<file path="src/hw/rtl/vfp_pkg.sv">
`timescale 1ns / 1ps
`default_nettype none
// ----------------------------------------------------------------------------
// Vision frame parser package
// Shared sizes, constants and register map of the vision frame parser.
// ----------------------------------------------------------------------------
package vfp_pkg;

    // Depth of the frame store and width of the position counter.
    localparam int FRAME_DEPTH = 10;
    localparam int COUNT_W     = $clog2(FRAME_DEPTH + 1);

    // Only store positions 1 to 6 are ever decoded, so only they are kept.
    localparam int DEC_FIRST   = 1;
    localparam int DEC_BYTES   = 6;
    localparam int DEC_IDX_W   = $clog2(DEC_BYTES);

    // Fixed-point decode constants: full scale is 100 in Q8.
    localparam int MAG_W       = 15;
    localparam int VALUE_W     = 16;
    localparam int PROD_W      = 30;
    localparam int FULL_SCALE  = 25600;
    localparam int DIVISOR     = 32767;
    localparam int HALF_DIV    = 16383;

    // Marker reset values.
    localparam logic [7:0] START_MARKER_RST = 8'h73;
    localparam logic [7:0] END_MARKER_RST   = 8'h65;

    // Configuration register map, selected by address bit 2.
    localparam int ADDR_W = 3;
    typedef enum logic {
        REG_START_MARKER = 1'b0,
        REG_END_MARKER   = 1'b1
    } reg_idx_t;

    typedef logic [7:0] byte_t;

endpackage : vfp_pkg
`default_nettype wire

</file>
<file path="src/hw/rtl/vision_frame_parser.sv">
`timescale 1ns / 1ps
`default_nettype none
// ----------------------------------------------------------------------------
// Vision frame parser
// Byte-serial frame parser that decodes yaw, pitch and distance.
// ----------------------------------------------------------------------------
// The parser takes one received byte per cycle unless the input is
// stalled. When idle, a byte equal to start_marker opens a frame; inside a
// frame every byte is counted into the store (the count saturates at the
// store depth), and a byte equal to end_marker closes it and produces one
// request carrying yaw, pitch and distance decoded from store bytes 1-2,
// 3-4 and 5-6 as signed Q8 values. A closing byte's store bytes are
// captured in the decode register at the accepting edge, and the decoded
// values load the output register when that register is empty or being
// taken. The input is stalled only when both of these registers are full
// and the output is stalled, so a byte is taken in every cycle while
// results are drained.
// The store resets to zero, so a frame that closes early decodes stale or
// zero bytes.
// ----------------------------------------------------------------------------
module vision_frame_parser
    import vfp_pkg::*;
(
    input  wire                        clk,
    input  wire                        rst_n,

    // Received byte channel.
    input  wire                        in_valid,
    output logic                       in_stall,
    input  wire byte_t                 rx_byte,

    // Decoded result channel.
    output logic                       out_valid,
    input  wire                        out_stall,
    output logic signed [VALUE_W-1:0]  yaw_value,
    output logic signed [VALUE_W-1:0]  pitch_value,
    output logic signed [VALUE_W-1:0]  distance_value,

    // Configuration port.
    input  wire                        psel,
    input  wire                        penable,
    input  wire                        pwrite,
    input  wire [ADDR_W-1:0]           paddr,
    input  wire [31:0]                 pwdata,
    output logic [31:0]                prdata,
    output logic                       pready
);

    // Configuration registers.
    byte_t start_marker_reg, start_marker_next;
    byte_t end_marker_reg,   end_marker_next;

    // Parser state.
    logic               in_frame_reg,   in_frame_next;
    logic [COUNT_W-1:0] byte_count_reg, byte_count_next;
    byte_t              store_reg [DEC_BYTES];
    byte_t              store_next [DEC_BYTES];

    // Decode register and output register.
    logic  dec_valid_reg, dec_valid_next;
    byte_t dec_bytes_reg [DEC_BYTES];
    byte_t dec_bytes_next [DEC_BYTES];
    logic  out_valid_reg, out_valid_next;
    logic signed [VALUE_W-1:0] yaw_reg,  yaw_next;
    logic signed [VALUE_W-1:0] pitch_reg, pitch_next;
    logic signed [VALUE_W-1:0] dist_reg,  dist_next;

    logic                      in_accept;
    logic                      closing;
    logic                      dec_advance;
    logic                      cfg_write;
    reg_idx_t                  cfg_idx;
    logic [DEC_IDX_W-1:0]      store_idx;
    logic signed [VALUE_W-1:0] yaw_dec;
    logic signed [VALUE_W-1:0] pitch_dec;
    logic signed [VALUE_W-1:0] dist_dec;

    // Configuration access; the port never waits.
    assign pready    = 1'b1;
    assign cfg_write = psel && penable && pwrite && pready;
    assign cfg_idx   = reg_idx_t'(paddr[2]);

    always_comb
    begin
        start_marker_next = start_marker_reg;
        end_marker_next   = end_marker_reg;
        prdata            = 32'd0;
        unique case (cfg_idx)
            REG_START_MARKER:
            begin
                prdata = {24'd0, start_marker_reg};
                if (cfg_write)
                begin
                    start_marker_next = pwdata[7:0];
                end
            end
            REG_END_MARKER:
            begin
                prdata = {24'd0, end_marker_reg};
                if (cfg_write)
                begin
                    end_marker_next = pwdata[7:0];
                end
            end
            default:
            begin
                prdata = 32'd0;
            end
        endcase
    end

    // Pipeline flow: the decode register moves on whenever the output
    // register is empty or being taken.
    assign dec_advance = dec_valid_reg && (!out_valid_reg || !out_stall);
    assign in_stall    = dec_valid_reg && !dec_advance;
    assign in_accept   = in_valid && !in_stall;
    assign closing     = in_accept && in_frame_reg && (rx_byte == end_marker_reg);
    assign store_idx   = DEC_IDX_W'(byte_count_reg - COUNT_W'(DEC_FIRST));

    // Frame tracking and store update. The closing byte itself is stored
    // before the decode bytes are captured.
    always_comb
    begin
        in_frame_next   = in_frame_reg;
        byte_count_next = byte_count_reg;
        store_next      = store_reg;
        if (in_accept)
        begin
            if (!in_frame_reg)
            begin
                if (rx_byte == start_marker_reg)
                begin
                    in_frame_next   = 1'b1;
                    byte_count_next = COUNT_W'(1);
                end
            end
            else
            begin
                if (byte_count_reg < COUNT_W'(FRAME_DEPTH))
                begin
                    byte_count_next = byte_count_reg + COUNT_W'(1);
                    if (byte_count_reg >= COUNT_W'(DEC_FIRST) &&
                        byte_count_reg < COUNT_W'(DEC_FIRST + DEC_BYTES))
                    begin
                        store_next[store_idx] = rx_byte;
                    end
                end
                if (rx_byte == end_marker_reg)
                begin
                    in_frame_next   = 1'b0;
                    byte_count_next = '0;
                end
            end
        end
    end

    // Decode register capture.
    always_comb
    begin
        dec_valid_next = dec_valid_reg;
        dec_bytes_next = dec_bytes_reg;
        if (closing)
        begin
            dec_valid_next = 1'b1;
            dec_bytes_next = store_next;
        end
        else if (dec_advance)
        begin
            dec_valid_next = 1'b0;
        end
    end

    // Pair decoders between the decode register and the output register.
    vfp_pair_decode u_yaw_dec
    (
        .hi    (dec_bytes_reg[0]),
        .lo    (dec_bytes_reg[1]),
        .value (yaw_dec)
    );

    vfp_pair_decode u_pitch_dec
    (
        .hi    (dec_bytes_reg[2]),
        .lo    (dec_bytes_reg[3]),
        .value (pitch_dec)
    );

    vfp_pair_decode u_dist_dec
    (
        .hi    (dec_bytes_reg[4]),
        .lo    (dec_bytes_reg[5]),
        .value (dist_dec)
    );

    // Output register.
    always_comb
    begin
        out_valid_next = out_valid_reg && out_stall;
        yaw_next       = yaw_reg;
        pitch_next     = pitch_reg;
        dist_next      = dist_reg;
        if (dec_advance)
        begin
            out_valid_next = 1'b1;
            yaw_next       = yaw_dec;
            pitch_next     = pitch_dec;
            dist_next      = dist_dec;
        end
    end

    assign out_valid      = out_valid_reg;
    assign yaw_value      = yaw_reg;
    assign pitch_value    = pitch_reg;
    assign distance_value = dist_reg;

    // Control state and store, cleared by reset.
    always_ff @(posedge clk or negedge rst_n)
    begin
        if (!rst_n)
        begin
            start_marker_reg <= START_MARKER_RST;
            end_marker_reg   <= END_MARKER_RST;
            in_frame_reg     <= 1'b0;
            byte_count_reg   <= '0;
            store_reg        <= '{default: 8'd0};
            dec_valid_reg    <= 1'b0;
            out_valid_reg    <= 1'b0;
        end
        else
        begin
            start_marker_reg <= start_marker_next;
            end_marker_reg   <= end_marker_next;
            in_frame_reg     <= in_frame_next;
            byte_count_reg   <= byte_count_next;
            store_reg        <= store_next;
            dec_valid_reg    <= dec_valid_next;
            out_valid_reg    <= out_valid_next;
        end
    end

    // Payload registers.
    always_ff @(posedge clk)
    begin
        dec_bytes_reg <= dec_bytes_next;
        yaw_reg       <= yaw_next;
        pitch_reg     <= pitch_next;
        dist_reg      <= dist_next;
    end

    // The position counter never passes the store depth.
    a_count_bound: assert property (@(posedge clk) disable iff (!rst_n)
        byte_count_reg <= COUNT_W'(FRAME_DEPTH))
        else $error("byte count beyond store depth");

    // An idle parser holds no count.
    a_idle_count: assert property (@(posedge clk) disable iff (!rst_n)
        !in_frame_reg |-> byte_count_reg == '0)
        else $error("nonzero byte count while idle");

    // A closing byte always reaches the decode register and ends the frame.
    a_close_capture: assert property (@(posedge clk) disable iff (!rst_n)
        closing |=> dec_valid_reg && !in_frame_reg)
        else $error("closing byte not captured");

    // The decoded yaw value stays within plus or minus full scale.
    a_yaw_range: assert property (@(posedge clk) disable iff (!rst_n)
        out_valid_reg |-> (yaw_reg <= VALUE_W'(FULL_SCALE)) &&
                          (yaw_reg >= -VALUE_W'(FULL_SCALE)))
        else $error("yaw out of range");

endmodule : vision_frame_parser
`default_nettype wire

</file>
<file path="src/hw/rtl/vfp_pair_decode.sv">
`timescale 1ns / 1ps
`default_nettype none
// ----------------------------------------------------------------------------
// Vision frame parser pair decoder
// Turns one big-endian byte pair into a signed Q8 value in -100..100.
// ----------------------------------------------------------------------------
module vfp_pair_decode
    import vfp_pkg::*;
(
    input  wire byte_t                     hi,
    input  wire byte_t                     lo,
    output logic signed [VALUE_W-1:0]      value
);

    logic [MAG_W-1:0]   mag;
    logic [PROD_W-1:0]  num;
    logic [MAG_W-1:0]   quot_hi;
    logic [MAG_W:0]     rem;
    logic [MAG_W:0]     quot;
    logic [VALUE_W-1:0] scaled;

    // Numerator mag * 25600 plus half the divisor for round to nearest.
    assign mag = {hi[6:0], lo};
    assign num = PROD_W'(mag) * PROD_W'(FULL_SCALE) + PROD_W'(HALF_DIV);

    // Divide by 32767 as a divide by 32768 plus a correction: since
    // q0 * 32768 = q0 * 32767 + q0, the remainder is the low bits plus q0,
    // which stays at or below twice the divisor.
    assign quot_hi = num[PROD_W-1:MAG_W];
    assign rem     = {1'b0, num[MAG_W-1:0]} + {1'b0, quot_hi};

    always_comb
    begin
        if (rem >= (MAG_W+1)'(2 * DIVISOR))
        begin
            quot = {1'b0, quot_hi} + (MAG_W+1)'(2);
        end
        else if (rem >= (MAG_W+1)'(DIVISOR))
        begin
            quot = {1'b0, quot_hi} + (MAG_W+1)'(1);
        end
        else
        begin
            quot = {1'b0, quot_hi};
        end
    end

    // The top bit of the pair shifts the value down by full scale.
    assign scaled = hi[7] ? (VALUE_W'(quot) - VALUE_W'(FULL_SCALE)) : VALUE_W'(quot);
    assign value  = signed'(scaled);

endmodule : vfp_pair_decode
`default_nettype wire
</file>
<file path="config.mk">
export PLATFORM = sky130hd
export DESIGN_NAME = vision_frame_parser
export DESIGN_NICKNAME = d
export VERILOG_FILES = /design/src/hw/rtl/vfp_pkg.sv /design/src/hw/rtl/vision_frame_parser.sv /design/src/hw/rtl/vfp_pair_decode.sv
export SDC_FILE = /design/constraint.sdc
export NUM_CORES = 1
export LEC_CHECK = 0
export BUFFER_PORTS_ARGS = -buffer_cell sky130_fd_sc_hd__buf_2
export CORE_MARGIN = 4
export CORE_UTILIZATION = 45
export DETAILED_ROUTE_END_ITERATION = 7
export MAX_ROUTING_LAYER = met4
export PLACE_DENSITY = 0.65
export SYNTH_ARGS = -nofsm -noshare
export SYNTH_HDL_FRONTEND = slang
export SYNTH_SLANG_ARGS = --single-unit
</file>
<file path="constraint.sdc">
create_clock -name clk -period 7.1 [get_ports clk]
set_clock_uncertainty 0.2 [all_clocks]
set_input_delay 1.42 -clock clk [delete_from_list [all_inputs] [get_ports clk]]
set_output_delay 1.42 -clock clk [all_outputs]
set_load 0.1 [all_outputs]
</file>
* After elaboration in Yosys (flattened, before gate mapping) *
Cells that the tools add are included.

word-level totals
  output and inout bits = 83
  ROM bits = 0
  memories = 0
  bits in writable memories = 0
  bits in latches = 0
  input bits = 50
  bits in registers = 167
  word-level logic and storage cells = 104

operators by class
  reductions and logical operators = 20
  add/subtract/negate cells = 17
  div/mod/pow operators = 0
  muxes and demuxes = 27
  multiply operators = 3
  shift operators = 0
  bitwise logic cells = 2
  magnitude comparators = 11
  equal/unequal tests = 3

operators with widths
  kind                                                        count
  two-way mux 48 bit                                          4
  two-way mux 16 bit                                          9
  adder 30 x 14 -> 30 bit, second input constant              3
  one-hot mux 32 bit (2 select lines)                         1
  multiplier 15 x 5 -> 20 bit, second input constant          3
  adder 15 x 1 -> 16 bit, second input constant               3
  adder 15 x 15 -> 16 bit                                     3
  adder 15 x 2 -> 16 bit, second input constant               3
  bitwise mux 48 bit                                          1
  >= comparator 16 x 15 -> 1 bit, second input constant       3
  >= comparator 16 bit, second input constant                 3
  subtractor 16 x 15 -> 16 bit, second input constant         3
  demux 8 bit (select 3 bit)                                  1
  equality test 8 bit                                         2
  two-way mux 4 bit                                           4
  logical AND 1 bit                                           10
  two-way mux 8 bit                                           1
  two-way mux 1 bit                                           6
  adder 4 x 1 -> 4 bit, second input constant                 1
  >= comparator 4 x 1 -> 1 bit, second input constant         1
  >= comparator 4 bit, second input constant                  1
  zero test 1 bit                                             4
  less-than comparator 4 x 1 -> 1 bit, second input constant  1
  less-than comparator 4 x 3 -> 1 bit, second input constant  1
  9 further kinds                                             11

* Longest topological paths before layout *
Gate-level depths: netlist (run 1).

  depth in word-level cells = 11
  depth in mapped cells = 36
  depth with buffers taken out = 35

* Hierarchy *
A second synthesis (run 1) with hierarchy kept.

second synthesis, totals
  cell total of the unflattened synthesis = 1647
  area total of the unflattened synthesis = 16320.7 um2

by module, submodules not included
  module                          area each (um2)  cells each  times used
  vision_frame_parser             6368.6           360         1
  vfp_pair_decode at u_dist_dec   3429.5           437         1
  vfp_pair_decode at u_pitch_dec  3265.6           424         1
  vfp_pair_decode at u_yaw_dec    3256.9           426         1

* Least setup slack after synthesis (run 1) *
Ideal clock, no wire load.

  path type = reg2reg
  start point = register dec_bytes_reg[4] (netlist bit)
  end point = register dist_reg[14], in the netlist distance_value[14], data pin
  arrival time = 7.376 ns
  setup slack = -0.743 ns
  clock period less this slack = 7.843 ns
  cell stages (with the launch flop) = 32
  library setup time = 0.267 ns
  cells stage by stage = edfxtp_1 ha_1 ha_1 inv_1 fa_1 inv_1 ha_1 buf_2 a21oi_1 nor4b_2 a21o_1 xnor2_1 or3_1 clkbuf_1 nor4_1 xnor2_1 inv_1 ha_1 nand3_1 or4_1 a2111oi_2 o221ai_1 a2111o_1 buf_6 or3_4 a311o_1 a211oi_2 inv_1 ha_1 o2111a_1 a31oi_1 xnor2_1

on the way
  longest elaborated chain between the ends = 8
  elaborated cells between the ends (all ways) = 11

ends and longest elaborated chain
  what                            line                        text
  start, declared                 vision_frame_parser.sv:61   byte_t dec_bytes_reg [DEC_BYTES];
  start signal, assigned          vision_frame_parser.sv:244  dec_bytes_reg <= dec_bytes_next;
  multiplier 15 x 5 -> 20 bit *   vfp_pair_decode.sv:24       assign num = PROD_W'(mag) * PROD_W'(FULL_SCALE) + PROD_W'(HALF_DIV);
  adder 30 x 14 -> 30 bit *       vfp_pair_decode.sv:24
  adder 15 x 15 -> 16 bit         vfp_pair_decode.sv:30       assign rem = {1'b0, num[MAG_W-1:0]} + {1'b0, quot_hi};
  >= comparator 16 x 15 -> 1 bit  vfp_pair_decode.sv:38       else if (rem >= (MAG_W+1)'(DIVISOR))
  two-way mux 16 bit              vfp_pair_decode.sv:38
  two-way mux 16 bit *            vfp_pair_decode.sv:34       if (rem >= (MAG_W+1)'(2 * DIVISOR))
  subtractor 16 x 15 -> 16 bit    vfp_pair_decode.sv:49       assign scaled = hi[7] ? (VALUE_W'(quot) - VALUE_W'(FULL_SCALE)) : VALUE_W'(quot);
  two-way mux 16 bit *            vfp_pair_decode.sv:49
  net dist_dec[14]                vision_frame_parser.sv:76   logic signed [VALUE_W-1:0] dist_dec;
  end signal, assigned            vision_frame_parser.sv:247  dist_reg <= dist_next;
  end, declared                   vision_frame_parser.sv:66   logic signed [VALUE_W-1:0] dist_reg, dist_next;

The timed path passes the listed nets; every way through them passes the cells marked *.
A chain may end at the register's enable or synchronous reset.

* Worst setup path in the final report (run 1) *
  start point = register dec_bytes_reg[35] (netlist bit)
  end point = register yaw_reg[14], in the netlist yaw_value[14], data pin

on the way
  longest elaborated chain between the ends = 8
  elaborated cells between the ends (all ways) = 11

ends and longest elaborated chain
  what                            line                        text
  multiplier 15 x 5 -> 20 bit *   vfp_pair_decode.sv:24
  adder 30 x 14 -> 30 bit *       vfp_pair_decode.sv:24
  adder 15 x 15 -> 16 bit         vfp_pair_decode.sv:30
  >= comparator 16 x 15 -> 1 bit  vfp_pair_decode.sv:38
  two-way mux 16 bit              vfp_pair_decode.sv:38
  two-way mux 16 bit *            vfp_pair_decode.sv:34
  subtractor 16 x 15 -> 16 bit    vfp_pair_decode.sv:49
  two-way mux 16 bit *            vfp_pair_decode.sv:49
  net u_yaw_dec.value[14]         vfp_pair_decode.sv:12       output logic signed [VALUE_W-1:0] value
  end signal, assigned            vision_frame_parser.sv:245  yaw_reg <= yaw_next;
  end, declared                   vision_frame_parser.sv:64   logic signed [VALUE_W-1:0] yaw_reg, yaw_next;

Marked as above.

==> out/qor.csv, run 1 <==
metric;value;unit
switching_power;1.19;mW
worst-endpoint-required;7090;ps
dominant_combinational_cell_family_by_area_after_synthesis;adder cells;
reg2reg_slack;-370;ps
post_synth.cell_area_avg;9.57;um^2
final-hold-violation-count;0;
violations_in_the_final_reports;negative setup slack;
synth.area.top_cells;edfxtp_1 18%, ha_1 15%, dfrtp_1 9.5%;
syn_to_final_growth;38.0;%
detailedRoute.firstIterationViolations;833;
buffer_ports.inserted;81;
cts-buffers-inserted;17;
report.final.setup_viol;20;
crit_arrival;7470;ps
setup_slack;-372;ps
p_leak;10.0;nW
core_area;35700;um^2
yosys.area_share.adder;19.1;%
power.ir.vdd_worst;0.248;mV
detailedRoute.firstPassIterationCount;5;
synthesis.area;16300;um^2
clock.fmax;0.134;GHz
fin_util;63.0;%
h-tree-depth;4;
worstHoldEndpoint;store_reg[44];
worstHoldPathCells;1;
yosys-mux-area-fraction;5.74;%
reg2reg_depth;28;
outcome;finished with violations;
ctsRootBufferMaster;clkbuf_16;
max-clock-path-buffers;2;
grt_setup_unrepaired;true;
cp_num_buf_inv;3;
fin_hold_ws;298;ps
clk_pin_slew_worst_paths;80;ps
maxCapViolCount;0;
cts_tree;yes;
timing.final.max_slew_violations;0;
holdCritStartpoint;store_reg[44];
grt_pass1_vias;14500;
groute.usage.overall;22.0;%
worst_r2r_startpoint;dec_bytes_reg[35];
routed_via_count_divided_by_cell_count;5.44;
dieWidth;198;um
drcViolationCount;0;
power_frac_comb;32.4;%
grt_pass1_wl;69400;um
initial_utilization;45.6;%
post_layout_nonfiller_instances;2658;
synth_xor_area_share;8.34;%
synthMostInstantiatedCell;ha_1;
final_layout_size_suffix_gt1_share;40.1;%
final_min_period_over_clock_period;105;%
critical-path-max-stage-delay;520;ps
synth_seq_cells;167;
cp_common_cell;ha_1;
synth_area_leader_cell;edfxtp_1;
synth.yosys.warnings;0;
nets;2464;
power.density_cell_area;151;nW/um^2
ys_seq_area_share;28.7;%
period_needed;7470;ps
synth-compound-area-share;15.3;%
dr_total_vias;14500;
power.sequential.fraction;39.1;%
clkSinkCount;167;
postSynthCellCount;1701;
worstMarginPinSlew;1120;ps
endpoint_kind;flop;
highest_delay_cell_along_the_critical_path;fa_1;
synth_top_flop_cell;edfxtp_1;
synth_enable_flop_cells;96;
total_gr_overflow;0;
grt_start_max_net_pins;72;
place_congestion;0.886;
worst_slew_margin;24.5;%
crit_type;reg2reg;
cellInternalPower;2.21;mW
avgRoutedWirePerCell;16.2;um
antenna_violations_before_repair;1;
path_max_fanout;5;
place.detailed.hpwl;32000;um
power.share.switching;35.1;%
synth_cell_types;111;
area_of_the_multi_input_gates;12200;um^2
synth_simple_gate_area_share;16.3;%
die_h;198;um
io_pins;133;
holdCritPathClass;reg2reg;
startpoint_type;flop;
regArea;4670;um^2
placed_instances;2546;
synth-async-reset-ratio;42.5;%
n_fill_cell;2842;
worst_reg2reg_endpoint;yaw_value[14];
placement_rows;69;
post-synth-top-area-fraction;17.7;%
clock_latency;460;ps
clkPwrFrac;28.5;%
postRouteAntennaNets;0;
routed_wirelength;43200;um
cp_top_family;adder cells;
synth_commonest_cells;201 x ha_1, 190 x inv_1, 100 x xnor2_1;
die-area;39300;um^2
-- power by group through the flow --
stage / sequential, mW / clock [mW] / combinational [mW]
2_1_floorplan: 1.33 / 0 / 0.759
3_3_place_gp: 1.34 / 0 / 0.985
3_5_place_dp: 1.35 / 0 / 1.02
4_1_cts: 1.33 / 0.992 / 1.06
5_1_grt: 1.35 / 1.02 / 1.19
6_report: 1.33 / 0.968 / 1.10
-- layer usage --
layer	global-route usage [%]	vias to the layer above	part of all wire [%]
met5	-	-	0
met4	4.79	0	1.1
met3	2.55	45	2.9
met2	38.4	257	51
met1	27.6	7059	45
li1	-	7097	-
-- cells by family after synthesis --
group / after synthesis
multiplexers: 84
AO/OA/AOI/OAI: 337
buffers and inverters: 250
other: 2
flip-flops: 167
AND/OR/NAND/NOR: 476
adder cells (fa/ha/maj): 231
XOR/XNOR: 154
-- area by class of cell --
class / count / area share, %
clock inverter: 15 / 0.875
antenna: 1 / 0.0111
timing repair buffer: 498 / 16.3
inverter: 192 / 3.22
clock buffer: 17 / 1.89
sequential: 167 / 20.8
tap: 461 / 2.57
multi-input combinational: 1307 / 54.4
-- worst max-delay path by stage --
stage	start	depth (start not counted)	to
3_3_place_gp	dec_bytes_reg[35]	33	yaw_value[15]
4_1_cts	dec_bytes_reg[39]	35	yaw_value[14]
5_1_grt	dec_bytes_reg[34]	37	yaw_value[14]
3_5_place_dp	dec_bytes_reg[35]	35	yaw_value[14]
2_1_floorplan	dec_bytes_reg[4]	31	distance_value[14]
6_report	dec_bytes_reg[35]	28	yaw_value[14]
-- layout by cell type, fill, tap and decap left out, types with 11 or more instances in the layout --
| cell type | count |
|---|---|
| nor3b_1 | 16 |
| edfxtp_1 | 96 |
| dfrtp_1 | 62 |
| ha_1 | 160 |
| nand3_1 | 51 |
| a211oi_1 | 16 |
| o21ai_0 | 36 |
| xnor2_2 | 17 |
| conb_1 | 25 |
| ha_4 | 34 |
| a21oi_1 | 47 |
| inv_2 | 16 |
| nor2b_1 | 11 |
| fa_1 | 27 |
| and3_1 | 19 |
| nand2b_1 | 15 |
| buf_2 | 81 |
| nand4_1 | 19 |
| o21a_1 | 13 |
| o211ai_1 | 19 |
| clkbuf_16 | 18 |
| mux2_2 | 74 |
| and2_1 | 12 |
| nor3_1 | 38 |
| buf_4 | 390 |
| a31oi_1 | 11 |
| nor2_1 | 59 |
| xor2_1 | 47 |
| xnor2_1 | 83 |
| a21oi_2 | 12 |
| a21o_1 | 25 |
| buf_6 | 24 |
| inv_1 | 173 |
| nand2_1 | 77 |
-- stage by stage --
step / worst slack [ps] / total power, mW / cell area, um^2 / setup TNS [ps]
after floorplan: -434 / 2.09 / 16800 / -909
after global placement: -596 / 2.32 / 19900 / -9650
after detailed placement: -774 / 2.36 / 19900 / -15420
after CTS: -384 / 3.38 / 21600 / -3120
after global routing: -803 / 3.56 / 22500 / -13570
final: -372 / 3.40 / 22500 / -3950
-- repair_timing --
item                                    CTS  global route
endpoints found under the setup margin   42            44
gates resized for setup                 120           128
cloned                                    0             1
pin swaps                                63            87
hold buffers                              0             0
buffers inserted                         52            33
(Power assumes the default switching activity.)
==> run 2, diff against run 1 <==
Settings changed: CORE_UTILIZATION 45 to 50, PLACE_DENSITY 0.65 to 0.71, SLEW_MARGIN set to 20.
==> out/qor.csv, run 2 (synthesized netlist as in run 1, its figures left out) <==
metric;value;unit;change
outcome;finished with violations;;unchanged
violations_in_the_final_reports;negative setup slack;;unchanged
syn_to_final_growth;39.1;%;was 38.0%
grt_setup_unrepaired;true;;unchanged
timing.final.max_slew_violations;0;;unchanged
report.final.setup_viol;30;;was 20
avgRoutedWirePerCell;17.2;um;was 16.2 um
holdCritPathClass;reg2reg;;unchanged
cts_tree;yes;;unchanged
power.ir.vdd_worst;0.197;mV;was 0.248 mV
drcViolationCount;0;;unchanged
ctsRootBufferMaster;clkbuf_16;;unchanged
postRouteAntennaNets;0;;unchanged
cts-buffers-inserted;17;;unchanged
startpoint_type;flop;;unchanged
highest_delay_cell_along_the_critical_path;fa_1;;unchanged
place_congestion;0.896;;was 0.886
worstMarginPinSlew;896;ps;was 1120 ps
final_common_cell;buf_4;;unchanged
grt_pass1_wl;70800;um;was 69400 um
post_layout_nonfiller_instances;2631;;was 2658
p_leak;10.1;nW;was 10.0 nW
tns;-7700;ps;was -3950 ps
detailedRoute.firstIterationViolations;972;;was 833
worst_slew_margin;38.7;%;was 24.5%
final_layout_size_suffix_gt1_share;41.2;%;was 40.1%
p_total;3.47;mW;was 3.40 mW
grt_pass1_vias;14900;;was 14500
clock_latency;460;ps;about the same
routed_via_count_divided_by_cell_count;5.64;;was 5.44
groute.usage.overall;24.4;%;was 22.0%
placed_instances;2524;;was 2546
path_max_fanout;5;;unchanged
n_fill_cell;2114;;was 2842
max-clock-path-buffers;2;;unchanged
clk_pin_slew_worst_paths;80;ps;about the same
detailedRoute.firstPassIterationCount;5;;unchanged
antenna_violations_before_repair;0;;was 1
setup_slack;-564;ps;was -372 ps
most-common-layout-cells;387 x buf_4, 170 x inv_1, 160 x ha_1;;was 390 x buf_4, 173 x inv_1, 160 x ha_1
clkSinkCount;167;;unchanged
worst-endpoint-required;7110;ps;was 7090 ps
routed_wirelength;45300;um;was 43200 um
core_area;31800;um^2;was 35700 um^2
final_min_period_over_clock_period;108;%;was 105%
place.detailed.hpwl;31600;um;was 32000 um
initial_utilization;51.2;%;was 45.6%
endpoint_kind;flop;;unchanged
period_needed;7660;ps;was 7470 ps
total_gr_overflow;0;;unchanged
io_pins;133;;unchanged
die-area;35500;um^2;was 39300 um^2
power.density_cell_area;153;nW/um^2;was 151 nW/um^2
crit_type;reg2reg;;unchanged
maxCapViolCount;0;;unchanged
final-hold-violation-count;0;;unchanged
h-tree-depth;4;;unchanged
clock.fmax;0.130;GHz;was 0.134 GHz
critical-path-max-stage-delay;550;ps;was 520 ps
nets;2464;;unchanged
cp_common_cell;buf_4;;was ha_1
antenna_cells;0;;was 1
die_h;188;um;was 198 um
dieWidth;188;um;was 198 um
dr_total_vias;14800;;was 14500
buffer_ports.inserted;81;;unchanged
grt_start_max_net_pins;72;;unchanged
crit_arrival;7670;ps;was 7470 ps
placement_rows;65;;was 69
-- run 2: layout make-up --
class | count | area (um^2) | area share [%]
Timing Repair Buffer | 498 | 3650 | 16.1
Multi-Input combinational cell | 1307 | 12400 | 54.8
Inverter | 192 | 721 | 3.18
Sequential cell | 167 | 4670 | 20.6
Tap cell | 435 | 544 | 2.41
Clock inverter | 15 | 218 | 0.962
Clock buffer | 17 | 425 | 1.88
-- run 2: timing repair --
action,4_1_cts,5_1_grt
hold buffers,0,0
setup endpoints to repair,43,45
gates resized for setup,143,142
endpoints found under the hold margin,0,0
pin swaps,88,111
buffers inserted,52,43
-- run 2: path summary, 6_finish.rpt --
kind,startpoint,endpoint,slack (ps),cells after the start
setup / recovery,dec_bytes_reg[35],yaw_value[15],-560,35
hold / removal,store_reg[6],store_reg[6],300,1
setup reg to reg,dec_bytes_reg[35],yaw_value[15],-560,35
hold reg to reg,store_reg[6],store_reg[6],300,1
max in group asynchronous,rst_n,store_reg[15],5150,2
min in group asynchronous,rst_n,store_reg[41],970,2
-- run 2: where the power goes --
part           switching, mW  total [mW]  internal, mW
sequential            0.0804        1.33          1.25
combinational          0.652        1.13         0.475
clock                  0.488        1.01         0.518
-- run 2: stage by stage --
stage          util (%)  hold WS (ps)  instance area [um^2]  worst slack [ps]
2_1_floorplan         -           243                 16800              -434
3_3_place_gp       62.7           273                 19900              -467
3_5_place_dp       62.7           284                 19900              -603
4_1_cts            68.2           301                 21700              -364
5_1_grt            71.2           316                 22600              -893
6_report           71.2           302                 22600              -564
-- run 2: layer usage --
layer | wire (um) | part of all wire, % | global-route usage [%]
met5 | 0 | 0 | -
met4 | 1370 | 3.0 | 8.02
met3 | 1920 | 4.2 | 3.26
met2 | 23000 | 51 | 42.1
met1 | 19100 | 42 | 29.8
-- run 2: worst max-delay path: cells and delay by family (launching register included) --
kind / cells / cell delay [ps]
AOI/OAI and AO/OA: 10 / 1940
and+or+nand+nor: 9 / 1630
adders and majority gates: 5 / 1590
buffers and inverters: 10 / 1330
DFF: 1 / 420
xor gates and xnor gates: 1 / 290
